--- src/design/scw_pkg.sv ---
package scw_pkg;

	localparam int CW = 6;
	localparam int LW = 7;

	typedef enum logic [1:0] {
		F_LOAD  = 2'd0,
		F_MARK  = 2'd1,
		F_START = 2'd2,
		F_STEP  = 2'd3
	} func_t;

	localparam logic [1:0] DIR_PX = 2'd0;
	localparam logic [1:0] DIR_PY = 2'd1;
	localparam logic [1:0] DIR_MX = 2'd2;
	localparam logic [1:0] DIR_MY = 2'd3;

	localparam logic [1:0] LAST_PROBE = 2'd3;

	localparam logic [1:0] CFG_COLS = 2'd0;
	localparam logic [1:0] CFG_ROWS = 2'd1;

	typedef struct packed {
		logic          ok;
		logic [CW-1:0] x;
		logic [CW-1:0] y;
	} nbr_t;

endpackage

--- src/design/scw_nbr.sv ---
module scw_nbr #(
	parameter int EFF_COLS = 64,
	parameter int AW = 12
) (
	input  logic [scw_pkg::CW-1:0] x,
	input  logic [scw_pkg::CW-1:0] y,
	input  logic [1:0]             dir,
	input  logic                   move,
	input  logic [scw_pkg::LW-1:0] cols_lim,
	input  logic [scw_pkg::LW-1:0] rows_lim,
	output scw_pkg::nbr_t          nbr,
	output logic [AW-1:0]          addr
);
	import scw_pkg::*;

	localparam int AFW = 2 * CW + 1;

	logic [CW:0]    nx;
	logic [CW:0]    ny;
	logic           neg;
	logic [AFW-1:0] full;

	always_comb begin
		nx  = {1'b0, x};
		ny  = {1'b0, y};
		neg = 1'b0;
		if (move) begin
			case (dir)
				DIR_PX: begin
					nx = nx + 1'b1;
				end
				DIR_PY: begin
					ny = ny + 1'b1;
				end
				DIR_MX: begin
					neg = (x == '0);
					nx  = nx - 1'b1;
				end
				default: begin
					neg = (y == '0);
					ny  = ny - 1'b1;
				end
			endcase
		end
	end

	assign nbr.ok = !neg && (nx < cols_lim) && (ny < rows_lim);
	assign nbr.x  = nx[CW-1:0];
	assign nbr.y  = ny[CW-1:0];

	assign full = AFW'(ny[CW-1:0]) * AFW'(EFF_COLS) + AFW'(nx[CW-1:0]);
	assign addr = full[AW-1:0];

endmodule

--- config.mk ---
export PLATFORM = sky130hd
export DESIGN_NAME = scw_nbr
export DESIGN_NICKNAME = d
export VERILOG_FILES = /design/src/design/scw_pkg.sv /design/src/design/scw_nbr.sv
export SDC_FILE = /design/constraint.sdc
export NUM_CORES = 1
export LEC_CHECK = 0
export BUFFER_PORTS_ARGS = -buffer_cell sky130_fd_sc_hd__buf_2
export CORE_UTILIZATION = 45
export DETAILED_ROUTE_END_ITERATION = 8
export GPL_TIMING_DRIVEN = 0
export PLACE_DENSITY_LB_ADDON = 0.2
export REMOVE_ABC_BUFFERS = 1
export SYNTH_ARGS = -nofsm -noshare
export SYNTH_HDL_FRONTEND = slang
export SYNTH_SLANG_ARGS = --single-unit
export TNS_END_PERCENT = 5
--- constraint.sdc ---
create_clock -name vclk -period 3
set_input_delay 0 -clock vclk [all_inputs]
set_output_delay 0 -clock vclk [all_outputs]
set_load 0.05 [all_outputs]
==> impl_metrics.env <==
export IMPL_tightest_slew_ps=538.4
export IMPL_arrival_ps=2920
export IMPL_port_buffers=54
export IMPL_die_y_um=49.78
export IMPL_status="finished clean"
export IMPL_powerDensity_mw_per_mm2=250.6
export IMPL_required_ps=3000
export IMPL_area_growth_pct=31.06
export IMPL_io_pins=54
export IMPL_hp_class="primary input to primary output"
export IMPL_yosysTopAreaCellShare_pct=21.92
export IMPL_synthTopCellsByArea="ha_1 22%, buf_4 8.8%, inv_1 5.8%"
export IMPL_core_mm2=0.002062
export IMPL_hold_buffers=0
export IMPL_synth_seq_area_share_pct=0
export IMPL_die_x_um=49.78
export IMPL_regArea_um2=0
export IMPL_antenna_found_initial=0
export IMPL_ant_nets=0
export IMPL_leakagePower_nw=0.7108
export IMPL_gp_congestion=0.8537
export IMPL_drive_gt1_share_pct=38.38
export IMPL_peakVddDrop_mv=0.1356
export IMPL_grt_pass1_vias=995
export IMPL_holdCritStartpoint="x[4]"
export IMPL_holdPathStages=3
export IMPL_start_util_pct=49.82
export IMPL_finalHoldViolations=0
export IMPL_grt_max_degree=19
export IMPL_cp_start_kind="primary input"
export IMPL_antenna_cells=0
export IMPL_slew_headroom_pct=64.02
export IMPL_finalCriticalPeriod_ps=2923
export IMPL_fillers=187
export IMPL_num_rows=16
export IMPL_fin_area_mm2=0.001346
export IMPL_timing_max_cap_violations=0
export IMPL_vias=1153
export IMPL_design_seq_count=0
export IMPL_endpoint_kind="primary output"
export IMPL_drt_first_pass_iters=4
export IMPL_hold_end="addr[4]"
export IMPL_syn_cell_area_mm2=0.001027
export IMPL_final_util_pct=65.29
export IMPL_drc=0
export IMPL_slew_viol_final=0
export IMPL_max_freq_mhz=342.1
export IMPL_grt_use_total_pct=20.40
export IMPL_wirelength_mm=2.579
export IMPL_clockBufferCount=0
export IMPL_hpwl_mm=2.084
export IMPL_grt_first_pass_wirelength_mm=4.229
export IMPL_yosys_area_top_type="ha_1"
export IMPL_setup_violations=0
export IMPL_worst_path_max_fanout=12
export IMPL_synth_warnings=0
export IMPL_finalSetupTns_ps=0
export IMPL_grt_ovfl_total=0
export IMPL_drt_initial_drc_count=20
export IMPL_layout_nets=235
export IMPL_synthCells=142
export IMPL_avgSynthCellArea_um2=7.234
export IMPL_worstSetupPathType="primary input to primary output"
export IMPL_post_route_period_util_pct=97.43
export IMPL_dieArea_mm2=0.002478
export IMPL_wl_per_cell_um=12.17
export IMPL_placed_cell_area_mm2=0.001230
export IMPL_ys_types=43
export IMPL_viasPerCell=5.439
==> metal layers <==
metal	wire [um]	part of all wire, %	global-route usage, %	up-vias
met5	0	0	0	-
met4	0	0	0.4762	0
met3	84	3.3	0	0
met2	1220	47	34.91	33
met1	1274	49	29.96	522
li1	-	-	-	598
==> worst max-delay path, stage by stage <==
cell and delay [ps]:
buf_6 120, or2b_4 300, ha_4 250, nor2b_4 120
o31a_1 320, or4_4 500, nand3_4 110, ha_4 200
a21boi_0 120, a311o_1 350, nor4bb_2 300, buf_4 240
==> area by class of cell <==
cell class                      instances  area [um^2]  share of cell area, %
Timing Repair Buffer                   58        315.3                  23.42
Multi-Input combinational cell        111        937.1                  69.61
Inverter                               16        60.06                  4.461
Tap cell                               27        33.78                  2.509
==> cells in the final DEF, fill, tap and decap left out, drive strengths merged, types with 3 or more instances in the layout <==
master,n
buf,58
nand3,3
a211oi,3
a21o,3
nor2,7
ha,18
nand2,9
a21oi,6
nand2b,5
inv,16
xnor2,4
nor3b,4
nor4b,3
o21ai,8
xor2,5
or4,3
==> power breakdown <==
group          total, mW  leakage (nW)  switching (mW)  internal [mW]
clock                  0             0               0              0
sequential             0             0               0              0
combinational      0.337         0.711           0.225          0.112
total              0.337         0.711           0.225          0.112
==> kinds of logic (layout without fill, tap and decap cells) <==
family          after synthesis  after routing  synth area share (%)
xor+xnor                      9              9                 7.673
mux                           1              1                0.9745
fa+ha+maj                    19             19                 23.87
buf+inv                      31             74                 15.71
compound gates               32             32                 21.56
simple gates                 50             50                 30.21
==> Yosys cell counts, drive strengths merged, types with 2 or more instances <==
cell type and n:
a211oi 3, xor2 5, nor2 7, nor2b 2
nand3 3, nand4b 2, or4 3, inv 16
nor4b 3, o21ai 8, a21oi 6, nand2b 5
buf 12, nor3b 4, a21o 3, o211ai 2
nand4 2, ha 18, nand2 9, xnor2 4
and4 2, clkbuf 3
==> per-stage QoR <==
stage	hold slack [ps]	worst slack (ps)	power (mW)	instances
CTS	454.6	6.916	0.3206	208
floorplan	327.0	-2740	0.2267	127
finish	462.8	77.02	0.3373	212
global route	501.7	-12.83	0.3632	212
detailed placement	453.5	-350.9	0.3099	208
global placement	447.2	-307.4	0.3042	208
==> repair_timing <==
| action | CTS | global route |
|---|---|---|
| endpoints found under the setup margin | 1 | 1 |
| resized for setup | 7 | 12 |
| buffers inserted | 0 | 4 |
| pin swaps | 2 | 10 |
==> worst max path at each step <==
stage | from | end | slack (ps) | cells after the start
after floorplan | dir[0] | nbr[12] | -2740 | 10
after global placement | dir[1] | nbr[12] | -310 | 12
after detailed placement | dir[1] | nbr[12] | -350 | 12
after CTS | dir[0] | nbr[12] | 7 | 11
after global routing | dir[1] | nbr[12] | -10 | 13
final | dir[1] | nbr[12] | 80 | 12
(Power assumes the default switching activity.)
